--- config.mk ---
export PLATFORM = sky130hd
export DESIGN_NAME = cst_fifo
export DESIGN_NICKNAME = d
export VERILOG_FILES = /design/src/design/cst_fifo.sv
export SDC_FILE = /design/constraint.sdc
export NUM_CORES = 1
export LEC_CHECK = 0
export CAP_MARGIN = 20
export CORE_MARGIN = 2
export CORE_UTILIZATION = 49
export CTS_BUF_LIST = sky130_fd_sc_hd__clkbuf_4
export CTS_CLUSTER_DIAMETER = 30
export DETAILED_ROUTE_END_ITERATION = 10
export DONT_BUFFER_PORTS = 1
export PLACE_DENSITY = 0.75
export RECOVER_POWER = 25
export SLEW_MARGIN = 20
export SYNTH_ARGS = -nofsm -noshare
export SYNTH_HDL_FRONTEND = slang
export SYNTH_SLANG_ARGS = --single-unit
--- constraint.sdc ---
create_clock -name clk -period 1.5 [get_ports clk]
set_input_delay 0.3 -clock clk [delete_from_list [all_inputs] [get_ports clk]]
set_output_delay 0.3 -clock clk [all_outputs]
set_load 0.03 [all_outputs]
--- src/design/cst_fifo.sv ---
// Small first-word-fall-through queue of flip-flop entries.
module cst_fifo #(
    parameter int WIDTH = 8,
    parameter int DEPTH = 2
) (
    input  logic             clk,
    input  logic             rst_n,
    input  logic             wr_en,
    input  logic [WIDTH-1:0] wr_data,
    input  logic             rd_en,
    output logic [WIDTH-1:0] rd_data,
    output logic             empty,
    output logic             full
);

    localparam int PTR_W = (DEPTH > 1) ? $clog2(DEPTH) : 1;
    localparam int CNT_W = $clog2(DEPTH + 1);

    logic [WIDTH-1:0] mem_reg [DEPTH];
    logic [PTR_W-1:0] wr_ptr_reg, wr_ptr_next;
    logic [PTR_W-1:0] rd_ptr_reg, rd_ptr_next;
    logic [CNT_W-1:0] cnt_reg, cnt_next;
    logic             do_wr, do_rd;

    assign empty = (cnt_reg == '0);
    assign full  = (cnt_reg == CNT_W'(DEPTH));
    assign do_wr = wr_en && !full;
    assign do_rd = rd_en && !empty;
    assign rd_data = mem_reg[rd_ptr_reg];

    always_comb
    begin
        wr_ptr_next = wr_ptr_reg;
        rd_ptr_next = rd_ptr_reg;
        if (do_wr) begin
            wr_ptr_next = (wr_ptr_reg == PTR_W'(DEPTH - 1)) ? '0 : wr_ptr_reg + 1'b1;
        end
        if (do_rd) begin
            rd_ptr_next = (rd_ptr_reg == PTR_W'(DEPTH - 1)) ? '0 : rd_ptr_reg + 1'b1;
        end
        cnt_next = cnt_reg + CNT_W'(do_wr) - CNT_W'(do_rd);
    end

    always_ff @(posedge clk or negedge rst_n)
    begin
        if (!rst_n) begin
            wr_ptr_reg <= '0;
            rd_ptr_reg <= '0;
            cnt_reg    <= '0;
        end else begin
            wr_ptr_reg <= wr_ptr_next;
            rd_ptr_reg <= rd_ptr_next;
            cnt_reg    <= cnt_next;
        end
    end

    always_ff @(posedge clk)
    begin
        if (do_wr) begin
            mem_reg[wr_ptr_reg] <= wr_data;
        end
    end

endmodule

==> results.sh <==
export IMPL_run_status="complete, but fails checks"
export IMPL_violations="setup timing"
export IMPL_drc=0
export IMPL_crit_arrival_ns=1.21
export IMPL_port_buffers=0
export IMPL_largest_reg_flops=16
export IMPL_final_common_cell="edfxtp_1"
export IMPL_cts_buffer_depth=2
export IMPL_relSlewSlack=0.735
export IMPL_core_area_um2=1490
export IMPL_crit_start="rd_ptr_reg"
export IMPL_syn_area_per_cell_um2=18.0
export IMPL_yosys_warnings=0
export IMPL_fp_row_count=14
export IMPL_cp_start_kind="flip-flop"
export IMPL_syn_nets=57
export IMPL_timing_rr_start="cnt_reg[0]"
export IMPL_worst_slack_ns=-0.0107
export IMPL_clock_sinks=20
export IMPL_area_delta_synth_final_pct=28.9
export IMPL_ir_drop_uv=1300
export IMPL_rsz0062_at_grt="true"
export IMPL_routed_via_density=5.40
export IMPL_hold_depth=0
export IMPL_worst_pin_slew_ns=0.397
export IMPL_track_usage=0.153
export IMPL_start_util=0.521
export IMPL_path_class="reg -> out"
export IMPL_synth_top_area_frac=0.619
export IMPL_wl_met1_um=473
export IMPL_seq_area_um2=584
export IMPL_die_h_um=43.8
export IMPL_finalSetupTns_ns=-0.0332
export IMPL_setup_violations_final=5
export IMPL_die_area_um2=1920
export IMPL_fin_crit_sh=1.01
export IMPL_path_clk_slew_ns=0.11
export IMPL_yosysTopAreaCell="edfxtp_1"
export IMPL_pre_cts_ws_ns=-0.0222
export IMPL_syn_inst=43
export IMPL_final_max_slew_viol_count=0
export IMPL_met2WireLength_um=676
export IMPL_cts_tree="done"
export IMPL_r2r_setup_slack_ns=0.02
export IMPL_ys_ff_latch=20
export IMPL_numCtsBuffers=3
export IMPL_antenna_found_initial=0
export IMPL_placed_cell_area_um2=846
export IMPL_reg2reg_to="cnt_reg[1]"
export IMPL_fp_dieW_um=43.8
export IMPL_slowest_delay_ns=0.43
export IMPL_gp_congestion=0.627
export IMPL_dpl_hpwl_um=850
export IMPL_via_count=394
export IMPL_max_cap_violations=0
export IMPL_powerDensity_nw_per_um2=2250
export IMPL_htreeDepth=1
export IMPL_totalWireLength_um=1260
export IMPL_drt_initial_drc_count=5
export IMPL_period_needed_ns=1.51
export IMPL_nFillCells=104
export IMPL_final_area_um2=1000
export IMPL_root_buffer="clkbuf_4"
export IMPL_netlist_area_um2=776
export IMPL_max_freq_ghz=0.662
export IMPL_leakage_nw=0.395
export IMPL_wl_met3_um=90
export IMPL_grt_pass1_wl_um=1930
export IMPL_grt_max_degree=12
export IMPL_top_layer="met4"
export IMPL_path_delay_family="flip-flops"
export IMPL_skew_ns=0.00512
export IMPL_antenna_cells=0
export IMPL_multiInputGateArea_um2=258
export IMPL_worst_path_max_fanout=5
export IMPL_clk_latency_ns=0.29
export IMPL_final_net_count=72
export IMPL_worst_hold_path_type="in -> reg"
export IMPL_path_buf_inv=1
export IMPL_grt_pass1_vias=396
export IMPL_critPathCaptureType="output port"
export IMPL_firstDrtPassIters=2
export IMPL_hold_path_startpoint="wr_data[4]"
export IMPL_io_pins=22
export IMPL_routedWlPerCell_um=17.3
export IMPL_overflow=0
export IMPL_ys_top_cells_by_area="edfxtp_1 62%, dfrtp_1 13%, mux2_2 12%"
export IMPL_antenna_left=0
export IMPL_worstPathCellList="buf_6 > mux2_4"
export IMPL_drive_gt1_frac=0.579
export IMPL_whs_endpoint="mem_reg[1][4]"
export IMPL_ys_types=13
export IMPL_hold_viol=0
export IMPL_cp_required_ns=1.20
export IMPL_ys_seq_area_frac=0.748
export IMPL_final_cell_mix="16 x edfxtp_1, 8 x mux2_4, 7 x buf_4"
export IMPL_r2r_cells=7
export IMPL_cp_slowest_cell="dfrtp_2"
[Yosys cell counts]
master	number
edfxtp_1	16
inv_1	2
and3_1	1
xnor2_1	3
nor2_1	2
buf_2	1
xor2_1	1
nand2_1	1
dfrtp_1	4
nor2b_2	1
ha_1	2
mux2_2	8
nand2b_1	1
[worst max-delay path by stage]
stage	to	slack, ns	depth (start not counted)
after detailed placement	cnt_reg[1]	-0.02	7
after global placement	cnt_reg[1]	0.05	7
after floorplan	cnt_reg[1]	-0.05	7
after CTS	rd_data[3]	-0.04	2
final	rd_data[3]	-0.01	2
after global routing	rd_data[3]	-0.05	2
[logic make-up after synthesis]
group         synth area share
simple gates            0.0419
xor+xnor                0.0452
fa+ha+maj               0.0323
buf+inv                 0.0161
mux                      0.116
flops                    0.748
[cell type report]
cell class	count	share of cell area
sequential	20	0.584
tap	16	0.0200
timing repair buffer	11	0.0964
inverter	2	0.0113
clock buffer	4	0.0300
multi-input combinational	20	0.258
[through the flow]
step	utilization	hold WS, ns	power [mW]	cells
after floorplan	-	0.00441	1.49	43
after global placement	0.568	0.00452	1.63	64
after detailed placement	0.568	0.00451	1.68	64
after CTS	0.643	0.0894	2.13	71
after global routing	0.671	0.0673	2.37	73
final	0.671	0.0923	2.25	73
[where the power goes]
part	leakage (nW)	switching, mW	internal [mW]
registers	0.192	0.0929	0.785
clock network	0.0184	0.154	0.121
logic	0.185	0.586	0.508
[repair_timing]
item | 4_1_cts | 5_1_grt
setup endpoints to repair | 10 | 18
gates resized for setup | 14 | 8
gates cloned | 0 | 0
pin swaps | 3 | 0
hold buffers | 1 | 0
setup buffers | 2 | 2
hold endpoints to repair | 4 | 0
[routing by layer]
layer | track usage | vias to the layer above
met5 | 0 | -
met4 | 0.0727 | 0
met3 | 0.0583 | 4
met2 | 0.253 | 17
met1 | 0.173 | 191
li1 | - | 182
No activity file was read; power rests on OpenSTA's default activity.
