`config.mk`:
```
export PLATFORM = sky130hd
export DESIGN_NAME = cst_front
export DESIGN_NICKNAME = d
export VERILOG_FILES = /design/src/design/cst_pkg.sv /design/src/design/cst_front.sv
export SDC_FILE = /design/constraint.sdc
export NUM_CORES = 1
export LEC_CHECK = 0
export BUFFER_PORTS_ARGS = -buffer_cell sky130_fd_sc_hd__buf_2
export CAP_MARGIN = 15
export CORE_AREA = 3 3 179 181
export DETAILED_ROUTE_END_ITERATION = 10
export DIE_AREA = 0 0 182 184
export PLACE_DENSITY = 0.73
export SLEW_MARGIN = 20
export SYNTH_ARGS = -nofsm -noshare
export SYNTH_HDL_FRONTEND = slang
export SYNTH_SLANG_ARGS = --single-unit
```
`constraint.sdc`:
```
create_clock -name clk -period 10.3 [get_ports clk]
set_input_delay 0.515 -clock clk [delete_from_list [all_inputs] [get_ports clk]]
set_output_delay 0.515 -clock clk [all_outputs]
set_load 0.05 [all_outputs]
```
`src/design/cst_pkg.sv`:
```
// Shared types, constants and sine table of the circle sector tessellator.
package cst_pkg;

    localparam int DEG_FULL = 360;
    localparam int DEG_QUARTER = 90;
    // Largest unreduced end angle: widest end_deg plus widest rotation_deg
    localparam int STOP_MAX = (2 ** 10 - 1) + (2 ** 9 - 1);
    localparam int TRIG_ONE = 16384;
    localparam int XY_FRAC = 28;

    // round(2^14 * sin(d deg)) for d = 0..90
    localparam logic [14:0] QSIN [91] = '{
        15'd0,     15'd286,   15'd572,   15'd857,   15'd1143,  15'd1428,  15'd1713,
        15'd1997,  15'd2280,  15'd2563,  15'd2845,  15'd3126,  15'd3406,  15'd3686,
        15'd3964,  15'd4240,  15'd4516,  15'd4790,  15'd5063,  15'd5334,  15'd5604,
        15'd5872,  15'd6138,  15'd6402,  15'd6664,  15'd6924,  15'd7182,  15'd7438,
        15'd7692,  15'd7943,  15'd8192,  15'd8438,  15'd8682,  15'd8923,  15'd9162,
        15'd9397,  15'd9630,  15'd9860,  15'd10087, 15'd10311, 15'd10531, 15'd10749,
        15'd10963, 15'd11174, 15'd11381, 15'd11585, 15'd11786, 15'd11982, 15'd12176,
        15'd12365, 15'd12551, 15'd12733, 15'd12911, 15'd13085, 15'd13255, 15'd13421,
        15'd13583, 15'd13741, 15'd13894, 15'd14044, 15'd14189, 15'd14330, 15'd14466,
        15'd14598, 15'd14726, 15'd14849, 15'd14968, 15'd15082, 15'd15191, 15'd15296,
        15'd15396, 15'd15491, 15'd15582, 15'd15668, 15'd15749, 15'd15826, 15'd15897,
        15'd15964, 15'd16026, 15'd16083, 15'd16135, 15'd16182, 15'd16225, 15'd16262,
        15'd16294, 15'd16322, 15'd16344, 15'd16362, 15'd16374, 15'd16382, 15'd16384
    };

    typedef enum logic [1:0] {
        CFG_U_SCALE = 2'd0,
        CFG_U_BASE  = 2'd1,
        CFG_V_SCALE = 2'd2,
        CFG_V_BASE  = 2'd3
    } cfg_idx_t;

    typedef enum logic [1:0] {
        SEQ_IDLE,
        SEQ_STEP,
        SEQ_CLOSE
    } seq_state_t;

    typedef struct packed {
        logic signed [15:0] ctr_x;
        logic signed [15:0] ctr_y;
        logic [14:0]        radius_x;
        logic [14:0]        radius_y;
        logic [8:0]         start_deg;
        logic [9:0]         end_deg;
        logic [8:0]         rotation_deg;
        logic [31:0]        color;
    } in_item_t;

    typedef struct packed {
        logic signed [15:0] vert_x;
        logic signed [15:0] vert_y;
        logic [15:0]        tex_u;
        logic [15:0]        tex_v;
        logic [31:0]        vert_color;
        logic               last;
    } out_item_t;

    // One classified request as handed from front to back
    typedef struct packed {
        logic signed [15:0] cx;
        logic signed [15:0] cy;
        logic [14:0]        rx;
        logic [14:0]        ry;
        logic [9:0]         a0;
        logic [8:0]         a0m;
        logic [10:0]        stop;
        logic [8:0]         stopm;
        logic signed [15:0] cr;
        logic signed [15:0] sr;
        logic [31:0]        color;
    } cmd_t;

    typedef struct packed {
        logic [16:0] u_scale;
        logic [15:0] u_base;
        logic [16:0] v_scale;
        logic [15:0] v_base;
    } tex_cfg_t;

    // Reduce an angle below STOP_MAX modulo 360
    function automatic logic [8:0] mod360(input logic [10:0] v);
        logic [10:0] r;
        r = v;
        for (int i = 0; i < 4; i++)
        begin
            if (r >= 11'(DEG_FULL))
            begin
                r = r - 11'(DEG_FULL);
            end
        end
        return r[8:0];
    endfunction

    // Q1.14 sine of a reduced angle (0..359)
    function automatic logic signed [15:0] rom_sin(input logic [8:0] d);
        logic [6:0]  idx;
        logic        neg;
        logic [15:0] mag;
        if (d <= 9'd90)
        begin
            idx = d[6:0];
            neg = 1'b0;
        end
        else if (d <= 9'd180)
        begin
            idx = 7'(9'd180 - d);
            neg = 1'b0;
        end
        else if (d <= 9'd270)
        begin
            idx = 7'(d - 9'd180);
            neg = 1'b1;
        end
        else
        begin
            idx = 7'(9'd360 - d);
            neg = 1'b1;
        end
        mag = {1'b0, QSIN[idx]};
        return neg ? $signed(-mag) : $signed(mag);
    endfunction

    function automatic logic signed [15:0] rom_cos(input logic [8:0] d);
        logic [9:0] e;
        e = 10'(d) + 10'(DEG_QUARTER);
        if (e >= 10'(DEG_FULL))
        begin
            e = e - 10'(DEG_FULL);
        end
        return rom_sin(e[8:0]);
    endfunction

endpackage

```
`src/design/cst_front.sv`:
```
// Front end: takes request items and classifies them into sequencer commands.
module cst_front (
    input  logic              clk,
    input  logic              rst_n,
    input  logic              push,
    input  cst_pkg::in_item_t req,
    output logic              full,
    output logic              cq_wr,
    output cst_pkg::cmd_t     cq_data,
    input  logic              cq_full
);

    logic              fv_reg, fv_next;
    cst_pkg::in_item_t item_reg;
    logic              accept;
    logic [8:0]        rot_m;
    logic [9:0]        a0;
    logic [10:0]       stop;

    assign full   = fv_reg && cq_full;
    assign accept = push && !full;
    assign cq_wr  = fv_reg && !cq_full;
    assign fv_next = accept || (fv_reg && cq_full);

    always_ff @(posedge clk or negedge rst_n)
    begin
        if (!rst_n)
        begin
            fv_reg <= 1'b0;
        end
        else
        begin
            fv_reg <= fv_next;
        end
    end

    always_ff @(posedge clk)
    begin
        if (accept)
        begin
            item_reg <= req;
        end
    end

    // Angles stay unreduced for the end test; reduced copies feed the sine table
    always_comb
    begin
        rot_m = cst_pkg::mod360(11'(item_reg.rotation_deg));
        a0    = 10'(item_reg.start_deg) + 10'(item_reg.rotation_deg);
        stop  = 11'(item_reg.end_deg) + 11'(item_reg.rotation_deg);
        cq_data.cx    = item_reg.ctr_x;
        cq_data.cy    = item_reg.ctr_y;
        cq_data.rx    = item_reg.radius_x;
        cq_data.ry    = item_reg.radius_y;
        cq_data.a0    = a0;
        cq_data.a0m   = cst_pkg::mod360(11'(a0));
        cq_data.stop  = stop;
        cq_data.stopm = cst_pkg::mod360(stop);
        cq_data.cr    = cst_pkg::rom_cos(rot_m);
        cq_data.sr    = cst_pkg::rom_sin(rot_m);
        cq_data.color = item_reg.color;
    end

endmodule

```
==> results.cfg, run 1 <==
[final_layout]
stdcell_area_um2 = 16400
nets = 2112
ff_latch_area_um2 = 3690
largest_reg_flops = 94
area_growth_syn_to_layout_pct = 14.8
final.fill_count = 2874
fin_cells = 2322
layout-drive-gt1-share_pct = 26.1
multi_input_area_um2 = 9280

[placement]
placedInstanceArea_um2 = 15400
place.gp.congestion = 0.998
portBuffers = 292
hpwlAfterDp_mm = 36.7
dp.cells = 2258

[logic_synthesis]
yosys.area.top_type = edfxtp_1
syn-cell-area_um2 = 14300
yosysTopAreaCellShare_pct = 25.6
synth-warning-count = 0
ys_types = 117
synth_edf_count = 122
synth_flop_cell = edfxtp_1
syn_inst = 1720
synth.top_cells.by_area = edfxtp_1, ha_1, buf_4, a21oi_1, xnor2_1
syn-num-nets = 1921
synth_seq_cells = 123
avgSynthCellArea_um2 = 8.31
async_flop_share_pct = 0.813
ys_seq_area_share_pct = 25.8

[worst_setup_path]
crit_arrival_ns = 9.24
max_stage_delay_ns = 0.51
rrSetupSlack_ns = 7.89
reg2reg_depth = 3
path_class = reg2out
worstPathRequired_ns = 9.79
worst-path-max-fanout = 20
end_kind = output port
critPathLaunchType = register
path_common_cell = ha_1
crit_slowest_cell = nor3_2
reg2reg_to = cq_data[17]
r2r_start = fv_reg

[grt]
antenna_found_initial = 2
grt_pass1_wl_mm = 76.9
grt_max_degree = 80
grt_use_total_pct = 28.0
grt_pass1_vias = 14200
grt_overflow_total = 0

[detailed_routing]
via_per_inst = 6.41
dr.pass1.iters = 7
drt_iter0_markers = 1597
wl_mm = 49.0
via_count = 14900
drc = 0
wl_per_cell_um = 21.1
ant_nets = 0

[floorplanning]
coreArea_um2 = 30600
ios = 293
dieWidth_um = 182
die_h_um = 184
die_area_um2 = 33500
num_rows = 64
initial_utilization_pct = 46.8

[flow_run]
maxCapViolations = 0

[sta]
setup_viol = 0
hold_violations = 0
max_clock_freq_mhz = 103
drv_slew = 0
fin_crit_ns = 9.75
worst_clock_skew_ns = 0.00949
relSlewSlack_pct = 34.7
worst_slew_pin_slew_ns = 0.980
fin_crit_sh_pct = 94.7

[status]
status = completed

[worst_hold_path]
hold_path_class = in2reg
worstHoldPathCells = 1
min_to = cq_data[116]
min_from = req[73]

[clock_tree]
clkSinkCount = 123
numCtsBuffers = 17
clock_latency_ns = 0.42
cts_tree = yes
cts_root_buf = clkbuf_16
h-tree-depth = 4
clk_path_buf_depth = 2
clk_pin_slew_ns = 0.06
-- critical path, delay by kind of cell, from the launching register on --
family | cells | cell delay (ns)
compound gates | 16 | 4.64
fa+ha+maj | 3 | 0.59
buf+inv | 5 | 0.92
flops | 1 | 0.37
simple gates | 10 | 2.29
-- cell families after synthesis --
| kind of cell | Yosys count | synth area share (%) |
|---|---|---|
| flip-flops | 123 | 25.8 |
| AND/OR/NAND/NOR | 532 | 19.0 |
| AO/OA/AOI/OAI | 594 | 29.3 |
| adder cells (fa/ha/maj) | 75 | 6.72 |
| buffers and inverters | 278 | 10.6 |
| multiplexers | 34 | 3.22 |
| XOR/XNOR | 84 | 5.24 |
-- how the worst max path moves through the flow --
stage	startpoint	end	cells after the start
3_3_place_gp	item_reg[40]	cq_data[61]	31
5_1_grt	item_reg[36]	cq_data[62]	40
6_report	item_reg[36]	cq_data[61]	34
4_1_cts	item_reg[40]	cq_data[61]	35
2_1_floorplan	item_reg[33]	cq_data[54]	40
3_5_place_dp	item_reg[40]	cq_data[61]	31
-- area by class of cell --
class | count | area share (%)
Antenna cell | 2 | 0.0305
Timing Repair Buffer | 369 | 12.6
Clock inverter | 13 | 0.808
Tap cell | 396 | 3.02
Clock buffer | 19 | 2.70
Multi-Input combinational cell | 1319 | 56.5
Sequential cell | 123 | 22.5
Inverter | 81 | 1.87
-- cells in the mapped netlist, drive strengths merged (20+ instances only) --
| cell type | instances |
|---|---|
| mux2i | 20 |
| inv | 77 |
| nand2 | 143 |
| buf | 136 |
| a211oi | 35 |
| ha | 72 |
| nand3 | 42 |
| nor3 | 55 |
| xnor2 | 69 |
| a21oi | 126 |
| o21a | 22 |
| nor2 | 127 |
| and2 | 21 |
| a31oi | 39 |
| clkbuf | 61 |
| o21ai | 110 |
| o211ai | 41 |
| edfxtp | 122 |
| nand4 | 24 |
-- cell usage in the layout (no fill, tap or decap), types with 66 or more instances in the layout --
cell / instances
buf_2: 292
nand2_1: 141
nor2_1: 125
a21oi_1: 123
edfxtp_1: 122
o21ai_0: 100
buf_4: 74
inv_1: 73
ha_1: 69
xnor2_1: 66
-- stage by stage --
step	worst slack (ns)	TNS, ns	hold WS [ns]	utilization [%]
finish	0.548	0	0.265	53.7
global route	-0.136	-0.341	0.244	53.7
CTS	0.00332	0	0.252	52.4
detailed placement	0.452	0	0.292	50.5
global placement	0.585	0	0.291	50.5
floorplan	0.327	0	0.219	-
-- metal layers --
metal | track usage (%) | wire, um
met2 | 48.3 | 24100
met5 | 0 | 0
met1 | 34.0 | 18700
met4 | 13.0 | 2240
met3 | 5.01 | 3960
-- what timing repair did --
item	in CTS	in global routing
resized for setup	2	34
endpoints found under the hold margin	1	0
hold buffers	1	0
buffers inserted	0	28
setup endpoints to repair	2	24
pin swaps	0	7
Power of run 1 is not shown: default switching activity piles up to over one toggle a cycle in this logic, so the estimate is an artifact.
==> run 2: changes to the inputs <==
--- a/config.mk
+++ b/config.mk
@@ -5,12 +5,13 @@
 export SDC_FILE = /design/constraint.sdc
 export NUM_CORES = 1
 export LEC_CHECK = 0
+export ABC_AREA = 1
 export BUFFER_PORTS_ARGS = -buffer_cell sky130_fd_sc_hd__buf_2
 export CAP_MARGIN = 15
-export CORE_AREA = 3 3 179 181
+export CORE_AREA = 3 3 170 172
 export DETAILED_ROUTE_END_ITERATION = 10
-export DIE_AREA = 0 0 182 184
-export PLACE_DENSITY = 0.73
+export DIE_AREA = 0 0 173 175
+export PLACE_DENSITY = 0.74
 export SLEW_MARGIN = 20
 export SYNTH_ARGS = -nofsm -noshare
 export SYNTH_HDL_FRONTEND = slang
==> results.cfg, run 2 <==
[status]
status = completed

[logic_synthesis]
avgSynthCellArea_um2 = 7.06
synth.top_cells.by_area = edfxtp_1, nand2_1, ha_1, nand3_1, buf_4
yosysTopAreaCellShare_pct = 28.6
ys_types = 64
yosys.area.top_type = edfxtp_1
async_flop_share_pct = 0.813
synth_seq_cells = 123
syn-num-nets = 2018
ys_seq_area_share_pct = 28.8
synth_edf_count = 122
synth_flop_cell = edfxtp_1
syn-cell-area_um2 = 12800
synth_most_common_cell = nand2_1
synth-warning-count = 0
syn_inst = 1817
synth_commonest_cells = nand2_1, inv_1, nand3_1

[sta]
fin_setup_tns_ns = 0
drv_slew = 0
relSlewSlack_pct = 31.3
fin_crit_sh_pct = 87.4
rsz0062_at_grt = false
worst_clock_skew_ns = 0.0124
worst_slack_ns = 1.30
fin_crit_ns = 9.00
setup_viol = 0
max_clock_freq_mhz = 111
worst_slew_pin_slew_ns = 1.03
hold_violations = 0

[detailed_routing]
ant_nets = 0
drt_iter0_markers = 1121
wl_per_cell_um = 16.3
wl_mm = 38.9
dr.pass1.iters = 7
via_per_inst = 5.35
via_count = 12800
drc = 0

[final_layout]
area_growth_syn_to_layout_pct = 12.8
final.fill_count = 2681
largest_reg_flops = 94
layout-drive-gt1-share_pct = 22.3
fin_cells = 2388
mostFrequentLayoutCell = nand2_1
nets = 2194
final_util_pct = 52.4
layout_common_cells = nand2_1, buf_2, inv_1, nand3_1, nor2_1

[worst_setup_path]
worstPathRequired_ns = 9.79
end_kind = output port
path_common_cell = nand2_1
path_class = reg2out
max_stage_delay_ns = 0.82
crit_slowest_cell = a21boi_4
worst-path-max-fanout = 38
crit_arrival_ns = 8.49
critPathLaunchType = register

[placement]
portBuffers = 292
place.gp.congestion = 1.01
dp_slack_ns = 1.89
hpwlAfterDp_mm = 30.0
dp.cells = 2351

[grt]
grt_max_degree = 76
grt_overflow_total = 0
antenna_found_initial = 6
grt_pass1_wl_mm = 62.1
grt_pass1_vias = 12000
grt_use_total_pct = 24.8

[clock_tree]
numCtsBuffers = 17
ctsHoldBuffers = 1
h-tree-depth = 4
cts_setup_buffers = 0
clkSinkCount = 123
clk_pin_slew_ns = 0.07
clock_latency_ns = 0.41
clk_path_buf_depth = 2
cts-resized-gates = 0
cts_root_buf = clkbuf_16
cts_tree = yes

[floorplanning]
num_rows = 61
die_h_um = 175
initial_utilization_pct = 46.4
die_area_um2 = 30300
coreArea_um2 = 27600
ios = 293
dieWidth_um = 173

[worst_hold_path]
hold_path_class = in2reg

[flow_run]
maxCapViolations = 0
## run 2: changes by cell type after synthesis, sizes merged, moves of 21 or more
| cell | delta |
|---|---|
| o211ai | -29 |
| nand2 | +376 |
| a21oi | -42 |
| a31oi | -28 |
| and2 | -21 |
| a211oi | -34 |
| o21ai | +21 |
| xnor2 | -54 |
| clkbuf | -51 |
| inv | +142 |
| xor2 | +56 |
| nor3 | -46 |
| nand3 | +145 |
## run 2: logic make-up (layout without fill, tap and decap cells)
kind of cell | count (synthesis) | in the layout | share of synthesized area, %
AO/OA/AOI/OAI | 276 | 276 | 12.5
XOR/XNOR | 85 | 85 | 5.92
adder cells (fa/ha/maj) | 75 | 75 | 7.49
buffers and inverters | 364 | 553 | 14.3
flip-flops | 123 | 123 | 28.8
multiplexers | 1 | 1 | 0.0781
other | 0 | 4 | 0
AND/OR/NAND/NOR | 893 | 893 | 31.0
## run 2: worst paths after layout
check / from / endpoint / slack [ns] / cells past startpoint
worst max-delay path: item_reg[33] / cq_data[60] / 1.30 / 56
worst min-delay path: req[87] / cq_data[130] / 0.27 / 1
worst max register to register: fv_reg / cq_data[143] / 8.17 / 4
worst min register to register: fv_reg / fv_reg / 0.50 / 2
max in group asynchronous: rst_n / fv_reg / 9.80 / 2
min in group asynchronous: rst_n / fv_reg / 0.41 / 2
## run 2: stage by stage
step	hold WS (ns)	area (um^2)
after floorplan	0.219	12800
after global placement	0.290	13800
after detailed placement	0.292	13800
after CTS	0.266	14500
after global routing	0.263	14500
final	0.274	14500
## run 2: layer usage
metal  GRT usage [%]  up-vias  wire length, um
met1            29.0     5736            14800
met3            6.13       79             3730
met4            8.38        2             1050
met5               0        -               13
li1                -     6287                -
met2            44.3      671            19300
## run 2: cell type report
cell class	count	area [um^2]	area share [%]
multi-input cells	1330	7330	50.7
clock inverters	15	181	1.25
flip-flops and latches	123	3690	25.5
diodes	4	10.0	0.0692
repair buffers	300	1520	10.5
clock buffers	17	425	2.94
inverters	221	832	5.75
well taps	378	473	3.27
## run 2: worst max-delay path: cells and delay by family (launching register included)
family                     cells  cell delay, ns
and+or+nand+nor               39            3.69
xor gates and xnor gates       1            0.30
buffers and inverters          9            1.36
AOI/OAI and AO/OA              2            1.06
adders and majority gates      5            1.12
DFF                            1            0.54
Power of run 2 is left out for the same reason.
